--- src/rtl/qsge_pkg.sv ---
package qsge_pkg;

  typedef enum logic [2:0] {
    FN_WRITE   = 3'd0,
    FN_READ    = 3'd1,
    FN_HAD     = 3'd2,
    FN_PHASE   = 3'd3,
    FN_CPHASE  = 3'd4,
    FN_CZ      = 3'd5,
    FN_CNOT    = 3'd6,
    FN_FREDKIN = 3'd7
  } func_t;

  typedef enum logic [3:0] {
    ST_IDLE,
    ST_WRITE,
    ST_RD_ADDR,
    ST_RD_DATA,
    ST_SCAN,
    ST_LOAD_A,
    ST_LOAD_B,
    ST_NEG,
    ST_MATH,
    ST_WR_A,
    ST_WR_B,
    ST_FINISH
  } state_t;

  // Operand pairs for the shared multiplier.
  typedef enum logic [2:0] {
    MUL_AR_C,
    MUL_AI_S,
    MUL_AR_S,
    MUL_AI_C,
    MUL_SUM_RE,
    MUL_SUM_IM,
    MUL_DIF_RE,
    MUL_DIF_IM
  } mul_op_t;

  typedef enum logic [2:0] {
    RES_NONE,
    RES_ACC_LOAD,
    RES_SUB,
    RES_ADD,
    RES_PROD,
    RES_NEG
  } res_op_t;

  typedef enum logic [2:0] {
    WS_IN,
    WS_RES_LO,
    WS_RES_HI,
    WS_A,
    WS_B
  } wsel_t;

  typedef struct packed {
    logic    cap_in;
    logic    cap_a;
    logic    cap_b;
    mul_op_t mul_op;
    res_op_t res_op;
    logic [1:0] res_idx;
    wsel_t   wsel;
    logic    clr_sat;
    logic    out_load;
    logic    out_read;
    logic    out_bad;
  } dp_cmd_t;

  localparam logic [1:0] STAT_OK  = 2'd0;
  localparam logic [1:0] STAT_BAD = 2'd1;
  localparam logic [1:0] STAT_SAT = 2'd2;

  localparam logic [3:0] MAX_ORDER = 4'd10;
  localparam logic [4:0] MIN_QUBITS = 5'd3;

  localparam logic signed [31:0] HAD_K = 32'sd759250125;

  // Q30 cosine of 2*pi/2^m.
  function automatic logic signed [31:0] cos_q30(input logic [3:0] m);
    logic signed [31:0] v;
    case (m)
      4'd1:    v = -32'sd1073741824;
      4'd2:    v = 32'sd0;
      4'd3:    v = 32'sd759250125;
      4'd4:    v = 32'sd992008095;
      4'd5:    v = 32'sd1053110175;
      4'd6:    v = 32'sd1068571464;
      4'd7:    v = 32'sd1072448455;
      4'd8:    v = 32'sd1073418433;
      4'd9:    v = 32'sd1073660973;
      4'd10:   v = 32'sd1073721611;
      default: v = 32'sd1073741824;
    endcase
    return v;
  endfunction

  // Q30 sine of 2*pi/2^m.
  function automatic logic signed [31:0] sin_q30(input logic [3:0] m);
    logic signed [31:0] v;
    case (m)
      4'd2:    v = 32'sd1073741824;
      4'd3:    v = 32'sd759250125;
      4'd4:    v = 32'sd410903206;
      4'd5:    v = 32'sd209476638;
      4'd6:    v = 32'sd105245103;
      4'd7:    v = 32'sd52686014;
      4'd8:    v = 32'sd26350944;
      4'd9:    v = 32'sd13176464;
      4'd10:   v = 32'sd6588356;
      default: v = 32'sd0;
    endcase
    return v;
  endfunction

endpackage

--- src/rtl/qsge_dp.sv ---
module qsge_dp #(
  parameter int AMP_BITS = 18
) (
  input  logic                    clk,
  input  logic                    rst_n,
  input  qsge_pkg::dp_cmd_t       cmd,
  input  logic [AMP_BITS-1:0]     in_write_re,
  input  logic [AMP_BITS-1:0]     in_write_im,
  input  logic [3:0]              in_angle_order,
  input  logic                    in_inverse,
  input  logic [2*AMP_BITS-1:0]   ram_rdata,
  output logic [2*AMP_BITS-1:0]   ram_wdata,
  output logic [AMP_BITS-1:0]     read_re,
  output logic [AMP_BITS-1:0]     read_im,
  output logic [1:0]              status
);

  localparam int PW = AMP_BITS + 33;
  localparam int SW = PW + 1;

  logic signed [AMP_BITS-1:0] wr_re_r, wr_im_r;
  logic signed [AMP_BITS-1:0] a_re_r, a_im_r, b_re_r, b_im_r;
  logic signed [AMP_BITS-1:0] res_r [4];
  logic signed [31:0]         c_r, s_r;
  logic signed [PW-1:0]       prod_r, acc_r;
  logic                       sat_r;

  logic signed [AMP_BITS:0]   mul_a;
  logic signed [31:0]         mul_b;
  logic signed [SW-1:0]       sum;
  logic [AMP_BITS:0]          clipped;
  logic [AMP_BITS:0]          neg_re, neg_im;

  // Saturate to the amplitude range; the top bit of the result flags a clip.
  function automatic logic [AMP_BITS:0] clip(input logic signed [SW-1:0] x);
    logic signed [SW-1:0] hi;
    logic signed [SW-1:0] lo;
    logic [AMP_BITS:0]    r;
    hi = {{(SW-AMP_BITS+1){1'b0}}, {(AMP_BITS-1){1'b1}}};
    lo = ~hi;
    if (x > hi) begin
      r = {1'b1, hi[AMP_BITS-1:0]};
    end else if (x < lo) begin
      r = {1'b1, lo[AMP_BITS-1:0]};
    end else begin
      r = {1'b0, x[AMP_BITS-1:0]};
    end
    return r;
  endfunction

  always_comb begin
    case (cmd.mul_op)
      qsge_pkg::MUL_AR_C:   begin mul_a = (AMP_BITS+1)'(a_re_r); mul_b = c_r; end
      qsge_pkg::MUL_AI_S:   begin mul_a = (AMP_BITS+1)'(a_im_r); mul_b = s_r; end
      qsge_pkg::MUL_AR_S:   begin mul_a = (AMP_BITS+1)'(a_re_r); mul_b = s_r; end
      qsge_pkg::MUL_AI_C:   begin mul_a = (AMP_BITS+1)'(a_im_r); mul_b = c_r; end
      qsge_pkg::MUL_SUM_RE: begin
        mul_a = (AMP_BITS+1)'(a_re_r) + (AMP_BITS+1)'(b_re_r);
        mul_b = qsge_pkg::HAD_K;
      end
      qsge_pkg::MUL_SUM_IM: begin
        mul_a = (AMP_BITS+1)'(a_im_r) + (AMP_BITS+1)'(b_im_r);
        mul_b = qsge_pkg::HAD_K;
      end
      qsge_pkg::MUL_DIF_RE: begin
        mul_a = (AMP_BITS+1)'(a_re_r) - (AMP_BITS+1)'(b_re_r);
        mul_b = qsge_pkg::HAD_K;
      end
      default: begin
        mul_a = (AMP_BITS+1)'(a_im_r) - (AMP_BITS+1)'(b_im_r);
        mul_b = qsge_pkg::HAD_K;
      end
    endcase
  end

  always_comb begin
    case (cmd.res_op)
      qsge_pkg::RES_SUB: sum = SW'(acc_r) - SW'(prod_r);
      qsge_pkg::RES_ADD: sum = SW'(acc_r) + SW'(prod_r);
      default:           sum = SW'(prod_r);
    endcase
    // Round half up at the Q46 to Q16 step, then saturate.
    clipped = clip((sum + (SW'(1) <<< 29)) >>> 30);
    neg_re  = clip(-SW'(a_re_r));
    neg_im  = clip(-SW'(a_im_r));
  end

  always_comb begin
    case (cmd.wsel)
      qsge_pkg::WS_IN:     ram_wdata = {wr_im_r, wr_re_r};
      qsge_pkg::WS_RES_LO: ram_wdata = {res_r[1], res_r[0]};
      qsge_pkg::WS_RES_HI: ram_wdata = {res_r[3], res_r[2]};
      qsge_pkg::WS_A:      ram_wdata = {a_im_r, a_re_r};
      default:             ram_wdata = {b_im_r, b_re_r};
    endcase
  end

  always_ff @(posedge clk) begin
    if (cmd.cap_in) begin
      wr_re_r <= in_write_re;
      wr_im_r <= in_write_im;
      c_r     <= qsge_pkg::cos_q30(in_angle_order);
      s_r     <= in_inverse ? -qsge_pkg::sin_q30(in_angle_order)
                            : qsge_pkg::sin_q30(in_angle_order);
    end
    if (cmd.cap_a) begin
      a_re_r <= ram_rdata[AMP_BITS-1:0];
      a_im_r <= ram_rdata[2*AMP_BITS-1:AMP_BITS];
    end
    if (cmd.cap_b) begin
      b_re_r <= ram_rdata[AMP_BITS-1:0];
      b_im_r <= ram_rdata[2*AMP_BITS-1:AMP_BITS];
    end
    prod_r <= mul_a * mul_b;
    case (cmd.res_op)
      qsge_pkg::RES_ACC_LOAD: acc_r <= prod_r;
      qsge_pkg::RES_SUB, qsge_pkg::RES_ADD, qsge_pkg::RES_PROD: begin
        res_r[cmd.res_idx] <= clipped[AMP_BITS-1:0];
      end
      qsge_pkg::RES_NEG: begin
        res_r[0] <= neg_re[AMP_BITS-1:0];
        res_r[1] <= neg_im[AMP_BITS-1:0];
      end
      default: ;
    endcase
    if (cmd.out_load) begin
      read_re <= cmd.out_read ? a_re_r : '0;
      read_im <= cmd.out_read ? a_im_r : '0;
      status  <= cmd.out_bad ? qsge_pkg::STAT_BAD :
                 sat_r       ? qsge_pkg::STAT_SAT : qsge_pkg::STAT_OK;
    end
  end

  always_ff @(posedge clk) begin
    if (!rst_n) begin
      sat_r <= 1'b0;
    end else if (cmd.clr_sat) begin
      sat_r <= 1'b0;
    end else begin
      case (cmd.res_op)
        qsge_pkg::RES_SUB, qsge_pkg::RES_ADD, qsge_pkg::RES_PROD: begin
          if (clipped[AMP_BITS]) sat_r <= 1'b1;
        end
        qsge_pkg::RES_NEG: begin
          if (neg_re[AMP_BITS] || neg_im[AMP_BITS]) sat_r <= 1'b1;
        end
        default: ;
      endcase
    end
  end

endmodule

--- config.mk ---
export PLATFORM = sky130hd
export DESIGN_NAME = qsge_dp
export DESIGN_NICKNAME = d
export VERILOG_FILES = /design/src/rtl/qsge_pkg.sv /design/src/rtl/qsge_dp.sv
export SDC_FILE = /design/constraint.sdc
export NUM_CORES = 2
export LEC_CHECK = 0
export BUFFER_PORTS_ARGS = -buffer_cell sky130_fd_sc_hd__buf_2
export CAP_MARGIN = 20
export CORE_ASPECT_RATIO = 1.75
export CORE_UTILIZATION = 40
export DETAILED_ROUTE_END_ITERATION = 8
export GPL_TIMING_DRIVEN = 0
export PLACE_DENSITY = 0.53
export SLEW_MARGIN = 5
export SYNTH_ARGS = -nofsm -noshare
export SYNTH_HDL_FRONTEND = slang
export SYNTH_SLANG_ARGS = --single-unit
--- constraint.sdc ---
create_clock -name clk -period 25.8 [get_ports clk]
set_input_delay 1.29 -clock clk [delete_from_list [all_inputs] [get_ports clk]]
set_output_delay 1.29 -clock clk [all_outputs]
set_load 0.05 [all_outputs]
==> metrics.yaml <==
r2r-start: "b_re_r[0]"
timing.critical_path.to_type: "flop"
crit_type: "primary input to flop"
asyncSetResetFlopFracSynth_pct: 0
fin_setup_tns_ns: 0
cap_violations: 0
path_category_of_the_worst_min_delay_check: "flop to flop"
synth_cell_type_count: 91
final.period_utilization_pct: 60.3
layout_fillers: 10600
grt_overflow_total: 0
count_of_tritonroute_iterations_in_the_first_routing_pass: 7
sequential_cell_area_um2: 11000
number_of_endpoints_with_negative_hold_slack_in_the_final_report: 0
initial_utilization_pct: 40.4
drt-wirelength-per-cell_um: 26.1
outcome: "completed"
highest_count_cells_in_the_layout_ignoring_fill_and_taps: "sky130_fd_sc_hd__inv_1 (668), sky130_fd_sc_hd__nand2_1 (647), sky130_fd_sc_hd__fa_1 (592), sky130_fd_sc_hd__edfxtp_1 (331), sky130_fd_sc_hd__nor2_1 (307)"
final_nets: 5657
grtUsageTotal_pct: 29.8
post_synth_instance_area_um2: 43500
timing.final.setup_violations: 0
yosysSeqAreaShare_pct: 25.2
drc_errors_left: 0
synth_largest_area_cell: "sky130_fd_sc_hd__fa_1"
critical_path.reg2reg.endpoint: "prod_r[50]"
clock-skew-final_ns: 0.0491
global_route_wire_length_before_repair_mm: 236
count_of_cells_resized_by_post_cts_repair: 0
critical_path_required_ns: 26.22
ys.flop_type: "sky130_fd_sc_hd__edfxtp_1"
port_buffer_cells: 164
post-place-cells: 6124
worst_slew_pin_slew_ns: 1.25
synth.top_cells.by_area: "sky130_fd_sc_hd__fa_1 (27%), sky130_fd_sc_hd__edfxtp_1 (23%), sky130_fd_sc_hd__ha_1 (7.2%), sky130_fd_sc_hd__inv_1 (5.8%), sky130_fd_sc_hd__nand2_1 (5.6%)"
num_rows: 159
ys_ff_latch: 383
drtAntennaViolNets: 0
clock_tree.root_cell: "sky130_fd_sc_hd__clkbuf_16"
hold_buffers: 0
worst-r2r-cell-count: 45
mostFrequentLayoutCell: "sky130_fd_sc_hd__inv_1"
drive_above_1_share_pct: 8.48
tritoncts_clock_tree: "built"
cp_slowest_cell: "sky130_fd_sc_hd__clkbuf_1"
gp_congestion: 0.995
cp-start-kind: "primary input"
hold_depth: 0
yosysWarningCount: 0
fp.dieH_um: 438
synth_top_cell_area_share_pct: 27.2
area_growth_pct: 9.84
dr_vias_cell: 5.50
grt_pass1_vias: 36600
maxClockFrequency_ghz: 0.0643
design.portCount: 171
tritoncts.num_buffers: 41
cp_data_arrival_time_ns: 15.97
drt_first_iter_violations: 2015
timing.critical_path.fanout_max: 10
rrSetupSlack_ns: 11.63
slew_headroom_pct: 16.9
layoutNonFillerInstCount: 6206
cts.repair_timing.setup_buffer_count: 0
synth_enable_flop_cells: 331
postRouteWirelength_mm: 162
syn_nets: 5428
holdPathEnd: "acc_r[21]"
cts.htree.levels: 2
hp-start: "prod_r[21]"
synthesis.area_per_instance_um2: 9.69
multi_input_comb_area_um2: 29400
core_area_um2: 108000
synth_cells: 4490
die_w_um: 251
slowest_delay_ns: 0.80
grt_max_degree: 67
finalCriticalPeriod_ns: 15.55
slew_violations: 0
dieArea_um2: 110000
clock-sinks: 383
cts-root-to-sink-buffers: 3
clk_pin_slew_ns: 0.06
grt_setup_unrepaired: "no"
clock_latency_ns: 0.63
antenna_found_initial: 6
worst_path_most_repeated_cell: "sky130_fd_sc_hd__o21ai_0"
vias_post_dr: 34100
dp_hpwl_mm: 138
logic make-up (layout without fill, tap and decap cells):
| family | after synthesis | after routing | synth area share (%) |
|---|---|---|---|
| simple gates | 1436 | 1436 | 15.2 |
| mux | 95 | 95 | 3.57 |
| compound gates | 648 | 648 | 9.34 |
| fa+ha+maj | 841 | 841 | 34.4 |
| xor+xnor | 243 | 243 | 4.89 |
| other cells | 0 | 5 | 0 |
| buf+inv | 844 | 1106 | 7.36 |
| flops | 383 | 383 | 25.2 |
metal layers:
metal | GRT usage, % | vias up | part of all wire, %
met2 | 56.1 | 1172 | 54
met5 | 0 | - | 0
li1 | - | 15200 | -
met3 | 3.27 | 543 | 4.0
met4 | 25.5 | 0 | 10
met1 | 28.7 | 17200 | 32
through the flow:
step / hold WS (ns) / util (%) / setup WS, ns / cell area (um2)
after floorplan: 0.443 / - / 14.17 / 43500
after global placement: 0.459 / 42.9 / 9.67 / 46100
after detailed placement: 0.470 / 43.2 / 9.83 / 46500
after CTS: 0.485 / 44.4 / 10.39 / 47800
after global routing: 0.491 / 44.4 / 9.70 / 47800
final: 0.487 / 44.4 / 10.25 / 47800
synth_stat cells (64+ instances only):
master                     count
sky130_fd_sc_hd__a21oi_1     235
sky130_fd_sc_hd__and2_1       94
sky130_fd_sc_hd__clkbuf_1    153
sky130_fd_sc_hd__edfxtp_1    331
sky130_fd_sc_hd__fa_1        592
sky130_fd_sc_hd__ha_1        249
sky130_fd_sc_hd__inv_1       668
sky130_fd_sc_hd__nand2_1     647
sky130_fd_sc_hd__nor2_1      308
sky130_fd_sc_hd__nor3_1       64
sky130_fd_sc_hd__o21ai_0     135
sky130_fd_sc_hd__xnor2_1     171
sky130_fd_sc_hd__xor2_1       72
worst max-delay path, delay by kind of cell:
kind | cells | cell delay [ns]
AO/OA/AOI/OAI | 21 | 6.26
buffers and inverters | 8 | 2.08
AND/OR/NAND/NOR | 7 | 1.88
adder cells (fa/ha/maj) | 9 | 3.71
XOR/XNOR | 2 | 0.73
worst max-delay path by stage:
stage / from / to / slack, ns / cells after the start
after floorplan: cmd[14] / prod_r[50] / 14.17 / 44
after global placement: cmd[14] / prod_r[50] / 9.67 / 43
after detailed placement: cmd[14] / prod_r[50] / 9.83 / 47
after CTS: cmd[14] / prod_r[50] / 10.39 / 47
after global routing: cmd[14] / prod_r[50] / 9.70 / 47
final: cmd[14] / prod_r[50] / 10.25 / 47
flip-flops by register name, summed over array words and instances (netlist names):
signal / flops
status: 2
acc_r: 51
wr_im_r: 18
read_im: 18
prod_r: 51
wr_re_r: 18
b_re_r: 18
a_im_r: 18
res_r: 72
b_im_r: 18
s_r: 32
c_r: 30
sat_r: 1
a_re_r: 18
read_re: 18
layout make-up:
type | instances | share of cell area (%)
Multi-Input combinational cell | 3263 | 61.5
Antenna cell | 5 | 0.0262
Tap cell | 1449 | 3.79
Sequential cell | 383 | 23.0
Timing Repair Buffer | 186 | 2.23
Inverter | 671 | 5.27
Clock inverter | 31 | 0.576
Clock buffer | 45 | 2.18
Buffer | 173 | 1.43
Power is left out: the tool's default activity adds up to more than one toggle a clock period on the data nets, which glitch-free logic cannot reach.
