## src/rtl/qsge_pkg.sv

```systemverilog
package qsge_pkg;

  typedef enum logic [2:0] {
    FN_WRITE   = 3'd0,
    FN_READ    = 3'd1,
    FN_HAD     = 3'd2,
    FN_PHASE   = 3'd3,
    FN_CPHASE  = 3'd4,
    FN_CZ      = 3'd5,
    FN_CNOT    = 3'd6,
    FN_FREDKIN = 3'd7
  } func_t;

  typedef enum logic [3:0] {
    ST_IDLE,
    ST_WRITE,
    ST_RD_ADDR,
    ST_RD_DATA,
    ST_SCAN,
    ST_LOAD_A,
    ST_LOAD_B,
    ST_NEG,
    ST_MATH,
    ST_WR_A,
    ST_WR_B,
    ST_FINISH
  } state_t;

  // Operand pairs for the shared multiplier.
  typedef enum logic [2:0] {
    MUL_AR_C,
    MUL_AI_S,
    MUL_AR_S,
    MUL_AI_C,
    MUL_SUM_RE,
    MUL_SUM_IM,
    MUL_DIF_RE,
    MUL_DIF_IM
  } mul_op_t;

  typedef enum logic [2:0] {
    RES_NONE,
    RES_ACC_LOAD,
    RES_SUB,
    RES_ADD,
    RES_PROD,
    RES_NEG
  } res_op_t;

  typedef enum logic [2:0] {
    WS_IN,
    WS_RES_LO,
    WS_RES_HI,
    WS_A,
    WS_B
  } wsel_t;

  typedef struct packed {
    logic    cap_in;
    logic    cap_a;
    logic    cap_b;
    mul_op_t mul_op;
    res_op_t res_op;
    logic [1:0] res_idx;
    wsel_t   wsel;
    logic    clr_sat;
    logic    out_load;
    logic    out_read;
    logic    out_bad;
  } dp_cmd_t;

  localparam logic [1:0] STAT_OK  = 2'd0;
  localparam logic [1:0] STAT_BAD = 2'd1;
  localparam logic [1:0] STAT_SAT = 2'd2;

  localparam logic [3:0] MAX_ORDER = 4'd10;
  localparam logic [4:0] MIN_QUBITS = 5'd3;

  localparam logic signed [31:0] HAD_K = 32'sd759250125;

  // Q30 cosine of 2*pi/2^m.
  function automatic logic signed [31:0] cos_q30(input logic [3:0] m);
    logic signed [31:0] v;
    case (m)
      4'd1:    v = -32'sd1073741824;
      4'd2:    v = 32'sd0;
      4'd3:    v = 32'sd759250125;
      4'd4:    v = 32'sd992008095;
      4'd5:    v = 32'sd1053110175;
      4'd6:    v = 32'sd1068571464;
      4'd7:    v = 32'sd1072448455;
      4'd8:    v = 32'sd1073418433;
      4'd9:    v = 32'sd1073660973;
      4'd10:   v = 32'sd1073721611;
      default: v = 32'sd1073741824;
    endcase
    return v;
  endfunction

  // Q30 sine of 2*pi/2^m.
  function automatic logic signed [31:0] sin_q30(input logic [3:0] m);
    logic signed [31:0] v;
    case (m)
      4'd2:    v = 32'sd1073741824;
      4'd3:    v = 32'sd759250125;
      4'd4:    v = 32'sd410903206;
      4'd5:    v = 32'sd209476638;
      4'd6:    v = 32'sd105245103;
      4'd7:    v = 32'sd52686014;
      4'd8:    v = 32'sd26350944;
      4'd9:    v = 32'sd13176464;
      4'd10:   v = 32'sd6588356;
      default: v = 32'sd0;
    endcase
    return v;
  endfunction

endpackage

```

## src/rtl/qsge_ctrl.sv

```systemverilog
module qsge_ctrl #(
  parameter int MAX_QUBITS = 10
) (
  input  logic                   clk,
  input  logic                   rst_n,
  input  logic                   in_valid,
  output logic                   in_stall,
  input  logic [2:0]             in_func,
  input  logic [9:0]             in_amp_index,
  input  logic [3:0]             in_qubit_first,
  input  logic [3:0]             in_qubit_second,
  input  logic [3:0]             in_qubit_third,
  input  logic [3:0]             in_angle_order,
  input  logic                   cfg_we,
  input  logic [3:0]             cfg_data,
  output logic                   out_valid,
  input  logic                   out_stall,
  output logic                   ram_we,
  output logic                   ram_re,
  output logic [MAX_QUBITS-1:0]  ram_addr,
  output qsge_pkg::dp_cmd_t      cmd
);

  localparam int AW = MAX_QUBITS;

  qsge_pkg::state_t state_r, state_nxt;
  qsge_pkg::func_t  func_r;
  logic [AW-1:0]    idx_r, i_r, i_nxt;
  logic [3:0]       q1_r, q2_r, q3_r;
  logic             bad_r, bad_nxt;
  logic [2:0]       cnt_r, cnt_nxt;
  logic [3:0]       cfg_n_r;
  logic             out_valid_r, out_valid_nxt;

  logic [4:0]       n_eff;
  logic [AW-1:0]    last, b1, b2, b3, partner;
  logic [AW+9:0]    idx_ext;
  logic             active, pair, accept;
  qsge_pkg::func_t  in_fn;

  assign in_fn    = qsge_pkg::func_t'(in_func);
  assign accept   = in_valid && (state_r == qsge_pkg::ST_IDLE);
  assign in_stall = (state_r != qsge_pkg::ST_IDLE);
  assign out_valid = out_valid_r;
  assign idx_ext  = {{AW{1'b0}}, in_amp_index};

  always_comb begin
    if ({1'b0, cfg_n_r} < qsge_pkg::MIN_QUBITS) begin
      n_eff = qsge_pkg::MIN_QUBITS;
    end else if ({1'b0, cfg_n_r} > 5'(MAX_QUBITS)) begin
      n_eff = 5'(MAX_QUBITS);
    end else begin
      n_eff = {1'b0, cfg_n_r};
    end
  end

  assign last = (AW'(1) << n_eff) - AW'(1);
  assign b1   = AW'(1) << q1_r;
  assign b2   = AW'(1) << q2_r;
  assign b3   = AW'(1) << q3_r;

  always_comb begin
    bad_nxt = 1'b0;
    if (in_func >= 3'd2) begin
      if ({1'b0, in_qubit_first} >= n_eff) bad_nxt = 1'b1;
      if (in_func >= 3'd4 && ({1'b0, in_qubit_second} >= n_eff ||
                              in_qubit_second <= in_qubit_first)) bad_nxt = 1'b1;
      if (in_fn == qsge_pkg::FN_FREDKIN && ({1'b0, in_qubit_third} >= n_eff ||
                                            in_qubit_third <= in_qubit_second)) bad_nxt = 1'b1;
      if ((in_fn == qsge_pkg::FN_PHASE || in_fn == qsge_pkg::FN_CPHASE) &&
          (in_angle_order < 4'd1 || in_angle_order > qsge_pkg::MAX_ORDER)) bad_nxt = 1'b1;
    end
  end

  always_comb begin
    active  = 1'b0;
    pair    = 1'b0;
    partner = i_r;
    case (func_r)
      qsge_pkg::FN_HAD: begin
        active  = (i_r & b1) == '0;
        pair    = 1'b1;
        partner = i_r | b1;
      end
      qsge_pkg::FN_PHASE: active = (i_r & b1) != '0;
      qsge_pkg::FN_CPHASE, qsge_pkg::FN_CZ: begin
        active = ((i_r & b1) != '0) && ((i_r & b2) != '0);
      end
      qsge_pkg::FN_CNOT: begin
        active  = ((i_r & b1) != '0) && ((i_r & b2) == '0);
        pair    = 1'b1;
        partner = i_r | b2;
      end
      qsge_pkg::FN_FREDKIN: begin
        active  = ((i_r & b1) != '0) && ((i_r & b2) != '0) && ((i_r & b3) == '0);
        pair    = 1'b1;
        partner = (i_r & ~b2) | b3;
      end
      default: ;
    endcase
  end

  always_comb begin
    state_nxt     = state_r;
    i_nxt         = i_r;
    cnt_nxt       = cnt_r;
    out_valid_nxt = out_valid_r && out_stall;
    ram_we        = 1'b0;
    ram_re        = 1'b0;
    ram_addr      = i_r;
    cmd           = '0;
    cmd.mul_op    = qsge_pkg::MUL_AR_C;
    cmd.res_op    = qsge_pkg::RES_NONE;
    cmd.wsel      = qsge_pkg::WS_IN;
    unique case (state_r)
      qsge_pkg::ST_IDLE: begin
        if (in_valid) begin
          cmd.cap_in  = 1'b1;
          cmd.clr_sat = 1'b1;
          i_nxt       = '0;
          unique case (in_fn)
            qsge_pkg::FN_WRITE: state_nxt = qsge_pkg::ST_WRITE;
            qsge_pkg::FN_READ:  state_nxt = qsge_pkg::ST_RD_ADDR;
            default: state_nxt = bad_nxt ? qsge_pkg::ST_FINISH : qsge_pkg::ST_SCAN;
          endcase
        end
      end
      qsge_pkg::ST_WRITE: begin
        ram_we    = 1'b1;
        ram_addr  = idx_r;
        cmd.wsel  = qsge_pkg::WS_IN;
        state_nxt = qsge_pkg::ST_FINISH;
      end
      qsge_pkg::ST_RD_ADDR: begin
        ram_re    = 1'b1;
        ram_addr  = idx_r;
        state_nxt = qsge_pkg::ST_RD_DATA;
      end
      qsge_pkg::ST_RD_DATA: begin
        cmd.cap_a = 1'b1;
        state_nxt = qsge_pkg::ST_FINISH;
      end
      qsge_pkg::ST_SCAN: begin
        if (active) begin
          ram_re    = 1'b1;
          state_nxt = qsge_pkg::ST_LOAD_A;
        end else if (i_r == last) begin
          state_nxt = qsge_pkg::ST_FINISH;
        end else begin
          i_nxt = i_r + AW'(1);
        end
      end
      qsge_pkg::ST_LOAD_A: begin
        cmd.cap_a = 1'b1;
        cnt_nxt   = '0;
        if (pair) begin
          ram_re    = 1'b1;
          ram_addr  = partner;
          state_nxt = qsge_pkg::ST_LOAD_B;
        end else if (func_r == qsge_pkg::FN_CZ) begin
          state_nxt = qsge_pkg::ST_NEG;
        end else begin
          state_nxt = qsge_pkg::ST_MATH;
        end
      end
      qsge_pkg::ST_LOAD_B: begin
        cmd.cap_b = 1'b1;
        state_nxt = (func_r == qsge_pkg::FN_HAD) ? qsge_pkg::ST_MATH : qsge_pkg::ST_WR_A;
      end
      qsge_pkg::ST_NEG: begin
        cmd.res_op = qsge_pkg::RES_NEG;
        state_nxt  = qsge_pkg::ST_WR_A;
      end
      qsge_pkg::ST_MATH: begin
        // One product per cycle; the product register lags the operand select.
        cnt_nxt = cnt_r + 3'd1;
        if (func_r == qsge_pkg::FN_HAD) begin
          case (cnt_r)
            3'd0: cmd.mul_op = qsge_pkg::MUL_SUM_RE;
            3'd1: cmd.mul_op = qsge_pkg::MUL_SUM_IM;
            3'd2: cmd.mul_op = qsge_pkg::MUL_DIF_RE;
            default: cmd.mul_op = qsge_pkg::MUL_DIF_IM;
          endcase
          if (cnt_r != 3'd0) begin
            cmd.res_op  = qsge_pkg::RES_PROD;
            cmd.res_idx = 2'(cnt_r - 3'd1);
          end
        end else begin
          case (cnt_r)
            3'd0: cmd.mul_op = qsge_pkg::MUL_AR_C;
            3'd1: begin
              cmd.mul_op = qsge_pkg::MUL_AI_S;
              cmd.res_op = qsge_pkg::RES_ACC_LOAD;
            end
            3'd2: begin
              cmd.mul_op  = qsge_pkg::MUL_AR_S;
              cmd.res_op  = qsge_pkg::RES_SUB;
              cmd.res_idx = 2'd0;
            end
            3'd3: begin
              cmd.mul_op = qsge_pkg::MUL_AI_C;
              cmd.res_op = qsge_pkg::RES_ACC_LOAD;
            end
            default: begin
              cmd.res_op  = qsge_pkg::RES_ADD;
              cmd.res_idx = 2'd1;
            end
          endcase
        end
        if (cnt_r == 3'd4) state_nxt = qsge_pkg::ST_WR_A;
      end
      qsge_pkg::ST_WR_A: begin
        ram_we   = 1'b1;
        cmd.wsel = (pair && func_r != qsge_pkg::FN_HAD) ? qsge_pkg::WS_B
                                                        : qsge_pkg::WS_RES_LO;
        if (pair) begin
          state_nxt = qsge_pkg::ST_WR_B;
        end else if (i_r == last) begin
          state_nxt = qsge_pkg::ST_FINISH;
        end else begin
          i_nxt     = i_r + AW'(1);
          state_nxt = qsge_pkg::ST_SCAN;
        end
      end
      qsge_pkg::ST_WR_B: begin
        ram_we   = 1'b1;
        ram_addr = partner;
        cmd.wsel = (func_r == qsge_pkg::FN_HAD) ? qsge_pkg::WS_RES_HI : qsge_pkg::WS_A;
        if (i_r == last) begin
          state_nxt = qsge_pkg::ST_FINISH;
        end else begin
          i_nxt     = i_r + AW'(1);
          state_nxt = qsge_pkg::ST_SCAN;
        end
      end
      qsge_pkg::ST_FINISH: begin
        if (!out_valid_r || !out_stall) begin
          cmd.out_load  = 1'b1;
          cmd.out_read  = (func_r == qsge_pkg::FN_READ);
          cmd.out_bad   = bad_r;
          out_valid_nxt = 1'b1;
          state_nxt     = qsge_pkg::ST_IDLE;
        end
      end
      default: state_nxt = qsge_pkg::ST_IDLE;
    endcase
  end

  always_ff @(posedge clk) begin
    if (!rst_n) begin
      state_r     <= qsge_pkg::ST_IDLE;
      out_valid_r <= 1'b0;
      cfg_n_r     <= 4'd10;
      i_r         <= '0;
      cnt_r       <= '0;
      bad_r       <= 1'b0;
    end else begin
      state_r     <= state_nxt;
      out_valid_r <= out_valid_nxt;
      i_r         <= i_nxt;
      cnt_r       <= cnt_nxt;
      if (cfg_we) cfg_n_r <= cfg_data;
      if (accept) bad_r <= bad_nxt;
    end
  end

  always_ff @(posedge clk) begin
    if (accept) begin
      func_r <= in_fn;
      idx_r  <= idx_ext[AW-1:0];
      q1_r   <= in_qubit_first;
      q2_r   <= in_qubit_second;
      q3_r   <= in_qubit_third;
    end
  end

`ifndef ASSERT_OFF
  a_no_write_idle: assert property (@(posedge clk) disable iff (!rst_n)
    state_r == qsge_pkg::ST_IDLE |-> !ram_we)
    else $error("store written while idle");

  a_result_from_finish: assert property (@(posedge clk) disable iff (!rst_n)
    $rose(out_valid_r) |-> $past(state_r == qsge_pkg::ST_FINISH))
    else $error("result raised outside finish");

  a_scan_starts_zero: assert property (@(posedge clk) disable iff (!rst_n)
    accept |=> i_r == '0)
    else $error("scan index not cleared on accept");

  a_bad_skips_store: assert property (@(posedge clk) disable iff (!rst_n)
    (state_r == qsge_pkg::ST_SCAN && bad_r) |-> 1'b0)
    else $error("rejected gate entered scan");
`endif

endmodule

```

## config.mk

```make
export PLATFORM = sky130hd
export DESIGN_NAME = qsge_ctrl
export DESIGN_NICKNAME = d
export VERILOG_FILES = /design/src/rtl/qsge_pkg.sv /design/src/rtl/qsge_ctrl.sv
export SDC_FILE = /design/constraint.sdc
export NUM_CORES = 1
export LEC_CHECK = 0
export BUFFER_PORTS_ARGS = -buffer_cell sky130_fd_sc_hd__buf_4
export CORE_MARGIN = 4
export CORE_UTILIZATION = 58
export DETAILED_ROUTE_END_ITERATION = 6
export PLACE_DENSITY = 0.86
export SYNTH_ARGS = -nofsm -noshare
export SYNTH_HDL_FRONTEND = slang
export SYNTH_SLANG_ARGS = --single-unit
```

## constraint.sdc

```tcl
create_clock -name clk -period 3.4 [get_ports clk]
set_input_delay 0.34 -clock clk [delete_from_list [all_inputs] [get_ports clk]]
set_output_delay 0.34 -clock clk [all_outputs]
set_load 0.05 [all_outputs]
```

==> impl_metrics.env, run 1 <==
export IMPL_diodes=0
export IMPL_grt_pass1_wl_um=20200
export IMPL_fp_row_count=31
export IMPL_netlist_instances=562
export IMPL_peakVddDrop_uv=451
export IMPL_multi_input_area_um2=2890
export IMPL_pre_cts_slack_ns=0.465
export IMPL_yosys_top_cells_area="edfxtp_1 (17%), dfxtp_1 (10%), ha_1 (7.7%), nor2_1 (6.1%), nand2_1 (4.0%)"
export IMPL_ys_seq_area_share_pct=27.5
export IMPL_drive_gt1_share_pct=18.4
export IMPL_worst_setup_path_start_kind="register"
export IMPL_ys_ff_latch=48
export IMPL_cp_cell_sequence="nor4bb_1, a32oi_1, nand4_1, mux2_2, a21oi_2, or2_2, a21oi_1, o31ai_2, buf_4"
export IMPL_crit_path_max_incr_delay_ns=0.56
export IMPL_gp_congestion=0.937
export IMPL_hpwl_um=9680
export IMPL_drc_errors=0
export IMPL_worstMarginPinSlew_ns=0.647
export IMPL_crit_path_top_delay_cell="edfxtp_1"
export IMPL_synth_edf_count=25
export IMPL_drt_iter0_markers=456
export IMPL_cts_root_buf="clkbuf_8"
export IMPL_cts_made_buffers=5
export IMPL_maxCapViolations=0
export IMPL_hold_path_class="primary input to register"
export IMPL_synth_top_flop_cell="edfxtp_1"
export IMPL_cts_setup_buffers=0
export IMPL_fin_ws_ns=0.184
export IMPL_num_vias=4544
export IMPL_routedWlPerCell_um=17.7
export IMPL_rrSetupSlack_ns=0.40
export IMPL_path_class="register to output pin"
export IMPL_maxSlewHeadroom_pct=56.7
export IMPL_endpoint_kind="output pin"
export IMPL_syn_area_per_cell_um2=7.83
export IMPL_grt_use_total_pct=28.2
export IMPL_die_y_um=95.1
export IMPL_grt_pass1_vias=4160
export IMPL_syn_area_um2=4400
export IMPL_r2r_cells=11
export IMPL_dieWidth_um=95.1
export IMPL_clock_sinks=48
export IMPL_regArea_um2=1210
export IMPL_fillers=599
export IMPL_critPathRequiredTime_ns=3.06
export IMPL_layout_nets=674
export IMPL_critPathArrivalTime_ns=2.88
export IMPL_ys_async_sr_fraction_pct=0
export IMPL_netlist_area_leader_share_pct=17.1
export IMPL_hold_viol=0
export IMPL_critPathMaxFanout=12
export IMPL_ctsHoldBuffers=0
export IMPL_htree_levels=2
export IMPL_vias_per_cell=6.41
export IMPL_period_minus_slack_ns=3.22
export IMPL_clock_path_buffers=2
export IMPL_synth_cell_types=72
export IMPL_finalCritPeriodShare_pct=94.6
export IMPL_syn_to_final_growth_pct=14.4
export IMPL_skew_ns=0.0126
export IMPL_io_pins=70
export IMPL_leakagePower_uw=0.00197
export IMPL_reg2reg_to="state_r[1]"
export IMPL_antenna_found_initial=0
export IMPL_r2r_start="cfg_n_r[2]"
export IMPL_path_clk_slew_ns=0.10
export IMPL_holdPathStages=1
export IMPL_ant_nets=0
export IMPL_min_from="in_amp_index[3]"
export IMPL_worstHoldEndpoint="idx_r[3]"
export IMPL_grt_overflow=0
export IMPL_setup_tns_final_ns=0
export IMPL_drtPass1Iterations=5
export IMPL_drv_slew=0
export IMPL_start_util_pct=60.0
export IMPL_finalSetupViolCount=0
export IMPL_power_density_nw_per_um2=594
export IMPL_ys_warn_count=0
export IMPL_numPortBuffers=69
export IMPL_clk_latency_ns=0.31
export IMPL_wl_um=12600
export IMPL_core_um2=7330
export IMPL_grt_max_degree=21
export IMPL_dieArea_um2=9040
export IMPL_status="finished clean"
export IMPL_cts_tree="built"
export IMPL_synth_largest_area_cell="edfxtp_1"
export IMPL_clock_fmax_mhz=311
-- cell usage in the layout, fill, tap and decap left out, types with 3 or more instances in the layout --
cell type and count:
buf_4 80, nor2_1 71, nand2_1 47, o21ai_0 32, a21oi_1 31, inv_1 30
ha_1 27, nor3_1 26, edfxtp_1 25, dfxtp_1 23, nor2b_1 17, nand3_1 14
mux2i_1 13, nand2b_1 12, a31oi_1 11, nor4_1 9, a22oi_1 9, a211oi_1 9
xnor2_1 8, o31ai_1 7, nand3b_1 6, or3b_2 6, clkbuf_8 6, and2_1 5
o22ai_1 5, or3_1 5, a311oi_1 4, nor3b_1 4, o211ai_1 4, a221o_1 4
a32oi_1 3, mux2_2 3, o21a_1 3, xor2_1 3
-- sequential cells by signal, indices dropped and copies added (netlist names) --
register   count
bad_r          1
cfg_n_r        4
cnt_r          3
func_r         3
i_r           10
idx_r         10
out_valid      1
q1_r           4
q2_r           4
q3_r           4
state_r        4
-- worst max path at each step --
| stage | startpoint | end | cells past startpoint |
|---|---|---|---|
| floorplan | state_r[0] | cmd[1] | 5 |
| global placement | cfg_n_r[2] | state_r[1] | 11 |
| detailed placement | cfg_n_r[2] | state_r[1] | 11 |
| CTS | q2_r[0] | ram_re | 9 |
| global route | q3_r[2] | ram_re | 9 |
| finish | q2_r[0] | ram_re | 9 |
-- critical path, delay by kind of cell, from the launching register on --
kind / cells / cell delay, ns
DFF: 1 / 0.56
buffers and inverters: 1 / 0.23
muxes: 1 / 0.40
and+or+nand+nor: 3 / 0.80
AOI/OAI and AO/OA: 4 / 0.57
-- area by class of cell --
class | count | area share, %
Clock inverter | 2 | 0.273
Inverter | 30 | 2.24
Tap cell | 99 | 2.46
Multi-Input combinational cell | 444 | 57.4
Timing Repair Buffer | 80 | 11.9
Clock buffer | 6 | 1.64
Sequential cell | 48 | 24.0
-- stage by stage --
stage	hold WS [ns]	util [%]	instance area (um2)	total power [uW]	cells
after floorplan	0.402	-	4410	2140	563
after global placement	0.485	67.3	4930	2550	701
after detailed placement	0.503	67.3	4930	2600	701
after CTS	0.200	68.6	5030	2970	709
after global routing	0.197	68.7	5040	3180	709
final	0.199	68.7	5040	2990	709
-- report_power, final --
part	internal (uW)	switching, uW	leakage [uW]	total, uW
Combinational	574	1100	0.00149	1670
Sequential	748	200	0.000422	947
Clock	167	210	0.0000516	376
-- timing repair --
action,CTS,global route
hold endpoints to repair,0,0
setup endpoints to repair,0,1
gates resized for setup,0,2
-- cell usage after synthesis (9+ instances only) --
library cell,n
ha_1,27
mux2i_1,13
nor2_1,71
a211oi_1,9
nor2b_1,17
clkbuf_1,20
a22oi_1,9
nand2_1,47
edfxtp_1,25
o21ai_0,32
nand2b_1,12
nor4_1,9
nand3_1,14
buf_2,12
a21oi_1,32
dfxtp_1,23
inv_1,30
a31oi_1,11
nor3_1,26
-- cells by family (layout without fill, tap and decap cells) --
family | count (synthesis) | count (layout) | synth area share [%]
other | 1 | 2 | 0.0852
multiplexers | 16 | 16 | 3.72
AO/OA/AOI/OAI | 150 | 150 | 24.2
XOR/XNOR | 11 | 11 | 2.19
flip-flops | 48 | 48 | 27.5
AND/OR/NAND/NOR | 238 | 238 | 27.6
adder cells (fa/ha/maj) | 27 | 27 | 7.68
buffers and inverters | 71 | 118 | 7.08
-- metal layers --
layer	global-route usage, %	routed length (um)	vias to the layer above	share of wire [%]
met3	4.66	1100	41	8.7
met4	11.7	439	0	3.5
met2	46.4	5820	254	46
li1	-	-	2146	-
met5	0	0	-	0
met1	36.6	5200	2103	41
No activity file was read; power rests on OpenSTA's default activity.
==> run 2, diff against run 1 <==
CORE_UTILIZATION = 53   (was 58)
PLACE_DENSITY = 0.83   (was 0.86)
clock period = 2.6 ns   (was 3.4 ns; I/O delays follow)
==> impl_metrics.env, run 2 (synthesized netlist as in run 1, its figures left out) <==
export IMPL_crit_family="multiplexers"
export IMPL_switching_share_pct=50.2
export IMPL_numPortBuffers=69
export IMPL_gp_congestion=0.972
export IMPL_layout_cells_non_filler=786
export IMPL_final_cell_mix="buf_4 (146), nor2_1 (67), nand2_1 (47), inv_1 (30), ha_1 (27)"
export IMPL_layout_nets=748
export IMPL_final_area_um2=6040
export IMPL_r2r_start="q1_r[2]"
export IMPL_grt_overflow=0
export IMPL_min_from="in_amp_index[4]"
export IMPL_endpoint="ram_re"
export IMPL_critPathRequiredTime_ns=2.34
export IMPL_critical_path_startpoint="q2_r[0]"
export IMPL_num_vias=5168
export IMPL_drtPass1Iterations=5
export IMPL_drt_iter0_markers=549
export IMPL_cp_cell_sequence="mux2_4, a32oi_1, nand4_1, mux2_4, a21oi_4, or2_4, a21oi_2, o31ai_2, buf_6"
export IMPL_power_density_nw_per_um2=746
export IMPL_grt_use_total_pct=29.3
export IMPL_skew_ns=0.00715
export IMPL_cpMostUsedCell="mux2_4"
export IMPL_diodes=0
export IMPL_crit_path_max_incr_delay_ns=0.50
export IMPL_endpoint_kind="output pin"
export IMPL_peakVddDrop_uv=617
export IMPL_fillers=537
export IMPL_reg2reg_to="i_r[2]"
export IMPL_maxCapViolations=0
export IMPL_htree_levels=2
export IMPL_dieWidth_um=99.1
export IMPL_status="finished, violations left"
export IMPL_power_switching_uw=2260
export IMPL_p_comb_share_pct=64.0
export IMPL_start_util_pct=55.8
export IMPL_gr_usage_met2_pct=49.5
export IMPL_crit_path_top_delay_cell="edfxtp_1"
export IMPL_fin_ws_ns=-0.471
export IMPL_finalCritPeriodShare_pct=118
export IMPL_top_regs="i_r x10, idx_r x10"
export IMPL_wl_um=16000
export IMPL_period_minus_slack_ns=3.07
export IMPL_critPathArrivalTime_ns=2.81
export IMPL_routedWlPerCell_um=20.3
export IMPL_rrSetupSlack_ns=-0.37
export IMPL_grt_pass1_vias=4718
export IMPL_finalSetupViolCount=17
export IMPL_maxSlewHeadroom_pct=58.6
export IMPL_worst_setup_path_start_kind="register"
export IMPL_cp_num_buf_inv=1
export IMPL_cp_num_cells=9
export IMPL_clk_latency_ns=0.31
export IMPL_drc_errors=0
export IMPL_intPower_uw=2240
export IMPL_hold_path_class="primary input to register"
export IMPL_critPathMaxFanout=4
export IMPL_placed_cells=751
export IMPL_cts_tree="built"
export IMPL_violations="setup timing"
export IMPL_syn_to_final_growth_pct=37.4
export IMPL_final_common_cell="buf_4"
export IMPL_core_um2=7890
export IMPL_drive_gt1_share_pct=35.1
export IMPL_fp_row_count=32
export IMPL_grtUsageMet3_pct=3.93
export IMPL_grt_use_met1_pct=36.5
export IMPL_die_y_um=99.1
export IMPL_path_class="register to output pin"
export IMPL_top_usage_layer="met2"
export IMPL_clock_path_buffers=2
export IMPL_r2r_cells=10
export IMPL_cts_root_buf="clkbuf_8"
export IMPL_io_pins=70
export IMPL_grt_pass1_wl_um=23300
export IMPL_dieArea_um2=9820
export IMPL_clkPwrFrac_pct=10.6
export IMPL_place_area_um2=5320
export IMPL_rsz0062_at_grt="true"
export IMPL_ant_nets=0
export IMPL_seq_power_share_pct=25.4
export IMPL_clock_fmax_mhz=326
export IMPL_antenna_found_initial=0
export IMPL_leakagePower_uw=0.00241
export IMPL_vias_per_cell=6.58
export IMPL_grt_max_degree=20
export IMPL_drv_slew=0
export IMPL_clock_sinks=48
export IMPL_hold_viol=0
export IMPL_cts_made_buffers=5
export IMPL_hpwl_um=11000
export IMPL_path_clk_slew_ns=0.09
export IMPL_worstMarginPinSlew_ns=0.618
==> run 2: cell types whose count changed in the layout (fill, tap and decap cells not counted), sizes merged <==
| cell | change |
|---|---|
| buf | +74 |
| inv | +1 |
| clkbuf | -1 |
==> run 2: power by group through the flow <==
stage,Clock (uW),Combinational [uW],Sequential (uW)
5_1_grt,519,3050,1150
3_3_place_gp,0,2390,1130
2_1_floorplan,0,1730,1070
3_5_place_dp,0,2440,1140
4_1_cts,491,2580,1120
6_report,479,2880,1150
==> run 2: through the flow <==
| stage | setup slack [ns] | hold slack (ns) | power (uW) | TNS, ns | util, % |
|---|---|---|---|---|---|
| finish | -0.471 | 0.125 | 4510 | -3.51 | 76.6 |
| global route | -0.555 | 0.105 | 4720 | -4.84 | 76.6 |
| CTS | -0.274 | 0.113 | 4200 | -0.274 | 71.7 |
| detailed placement | -0.122 | 0.440 | 3580 | -0.569 | 67.4 |
| global placement | -0.0606 | 0.439 | 3520 | -0.0954 | 67.4 |
| floorplan | -0.310 | 0.322 | 2800 | -1.24 | - |
==> run 2: cell type report <==
cell class              instances  area, um2  area share [%]
clock buffers                   5       68.8            1.14
clock inverters                 3       26.3           0.435
multi-input cells             444       3300            54.6
inverters                      30        113            1.86
repair buffers                154       1190            19.8
flip-flops and latches         48       1220            20.1
well taps                     102        128            2.11
==> run 2: layer usage <==
layer,part of all wire [%],vias up
met2,48,387
met4,6.1,0
met1,37,2367
met5,0,-
met3,9.3,112
li1,-,2302
==> run 2: how the worst min path moves through the flow <==
stage                            end  slack, ns  depth (start not counted)
final                       idx_r[4]       0.12                          1
after global routing        idx_r[2]       0.10                          1
after CTS                   idx_r[1]       0.11                          1
after detailed placement    idx_r[1]       0.44                          1
after global placement      idx_r[0]       0.44                          1
after floorplan           cfg_n_r[1]       0.32                          1
==> run 2: timing repair <==
| action | 4_1_cts | 5_1_grt |
|---|---|---|
| buffers inserted | 16 | 15 |
| resized for setup | 34 | 62 |
| pin swaps | 18 | 40 |
| gates cloned | 0 | 0 |
| setup endpoints to repair | 21 | 27 |
| hold buffers | 0 | 0 |
==> run 3, diff against run 2 <==
CELL_PAD_IN_SITES_DETAIL_PLACEMENT = 2   (was default)
CELL_PAD_IN_SITES_GLOBAL_PLACEMENT = 2   (was default)
CORE_UTILIZATION = 30   (was 53)
PLACE_DENSITY = 0.82   (was 0.83)
SKIP_LAST_GASP = 1   (was default)
==> impl_metrics.env, run 3 (synthesized netlist as in run 1, its figures left out) <==
export IMPL_critPathArrivalTime_ns=2.90
export IMPL_hold_viol=0
export IMPL_start_util_pct=31.2
export IMPL_syn_to_final_growth_pct=57.0
export IMPL_routedWlPerCell_um=32.5
export IMPL_vias_per_cell=6.38
export IMPL_drtPass1Iterations=5
export IMPL_dieWidth_um=129
export IMPL_die_y_um=129
export IMPL_cts_root_buf="clkbuf_16"
export IMPL_numPortBuffers=69
export IMPL_drive_gt1_share_pct=45.3
export IMPL_io_pins=70
export IMPL_finalPower_uw=5700
export IMPL_wl_um=29200
export IMPL_placed_cells=846
export IMPL_fp_row_count=43
export IMPL_grt_pass1_wl_um=36700
export IMPL_period_minus_slack_ns=3.16
export IMPL_clk_latency_ns=0.33
export IMPL_fillers=1490
export IMPL_finalCritPeriodShare_pct=122
export IMPL_top_regs="i_r x10, idx_r x10"
export IMPL_gp_congestion=0.909
export IMPL_layout_nets=781
export IMPL_status="finished, violations left"
export IMPL_leakagePower_uw=0.00272
export IMPL_grt_overflow=0
export IMPL_drt_iter0_markers=628
export IMPL_fin_ws_ns=-0.564
export IMPL_layout_cells_non_filler=897
export IMPL_grt_pass1_vias=5951
export IMPL_pre_cts_slack_ns=-0.407
export IMPL_peakVddDrop_uv=360
export IMPL_endpoint_kind="output pin"
export IMPL_hold_path_class="primary input to register"
export IMPL_worst_setup_path_start_kind="register"
export IMPL_skew_ns=0.0223
export IMPL_cts_tree="built"
export IMPL_final_cell_mix="buf_4 (161), nor2_1 (60), nand2_1 (43), inv_1 (30), edfxtp_1 (25)"
export IMPL_ant_nets=0
export IMPL_cts_made_buffers=5
export IMPL_htree_levels=2
export IMPL_maxSlewHeadroom_pct=44.0
export IMPL_clock_fmax_mhz=316
export IMPL_clock_sinks=48
export IMPL_rsz0062_at_grt="true"
export IMPL_dieArea_um2=16700
export IMPL_antenna_found_initial=0
export IMPL_critPathRequiredTime_ns=2.34
export IMPL_final_common_cell="buf_4"
export IMPL_grt_max_degree=20
export IMPL_diodes=0
export IMPL_path_class="register to output pin"
export IMPL_violations="setup timing"
export IMPL_core_um2=14100
export IMPL_hpwl_um=15400
export IMPL_num_vias=5719
export IMPL_power_density_nw_per_um2=824
export IMPL_maxCapViolations=0
export IMPL_clock_path_buffers=2
export IMPL_grt_use_total_pct=28.6
export IMPL_ctsHoldBuffers=0
export IMPL_finalSetupViolCount=25
export IMPL_drv_slew=0
export IMPL_worstMarginPinSlew_ns=0.831
export IMPL_path_clk_slew_ns=0.09
export IMPL_critPathMaxFanout=5
export IMPL_post_route_util_pct=49.0
export IMPL_drc_errors=0
==> run 3: changes by cell type in the layout (fill, tap and decap cells not counted), sizes merged <==
cell | previous run | this run
buf | 154 | 186
bufinv | 0 | 1
clkbuf | 5 | 6
clkinv | 1 | 0
==> run 3: power breakdown <==
group / internal, uW / switching [uW] / total, uW / leakage (uW)
Combinational: 1290 / 2410 / 3700 / 0.00221
Clock: 460 / 372 / 832 / 0.0000847
Sequential: 977 / 184 / 1160 / 0.000424
==> run 3: per-stage QoR <==
step / hold slack (ns) / TNS (ns) / instance area, um2
6_report: 0.111 / -6.40 / 6910
3_5_place_dp: 0.440 / -1.68 / 5560
4_1_cts: 0.129 / -1.45 / 6280
3_3_place_gp: 0.441 / -0.0136 / 5560
5_1_grt: 0.105 / -7.44 / 6910
2_1_floorplan: 0.322 / -1.24 / 4420
==> run 3: layer usage <==
layer | share of wire, % | up-vias | global-route usage (%)
met5 | 0 | - | 0
met2 | 49 | 319 | 52.0
met1 | 39 | 2923 | 34.2
met4 | 5.9 | 0 | 11.3
li1 | - | 2361 | -
met3 | 5.8 | 116 | 3.67
==> run 3: critical path: stages (launching register included) <==
cell	delay (ns)
edfxtp_1	0.51
buf_4	0.18
and3b_1	0.21
o21ai_1	0.24
nand4_1	0.27
mux2_4	0.39
a21oi_4	0.16
or2_4	0.15
a21oi_2	0.05
o31ai_2	0.21
buf_6	0.19
==> run 3: cell type report <==
cell class	instances	area, um2	area share (%)
clock buffers	5	125	1.81
clock inverters	3	45.0	0.652
inverters	30	113	1.63
multi-input cells	444	3650	52.9
flip-flops and latches	48	1230	17.8
well taps	180	225	3.26
repair buffers	187	1520	22.0
==> run 3: path summary, 6_finish.rpt <==
kind                             endpoint               from  cells past startpoint  slack, ns
worst max-delay path               ram_re            q2_r[3]                     10      -0.56
worst min-delay path              q3_r[0]  in_qubit_third[0]                      1       0.11
worst max register to register     i_r[1]            q2_r[3]                     11      -0.41
worst min register to register  out_valid          out_valid                      2       0.62
==> run 3: timing repair <==
item                                    in CTS  in global routing
pin swaps                                   32                 51
endpoints found under the setup margin      25                 27
setup buffers                               22                 22
resized for setup                           83                107
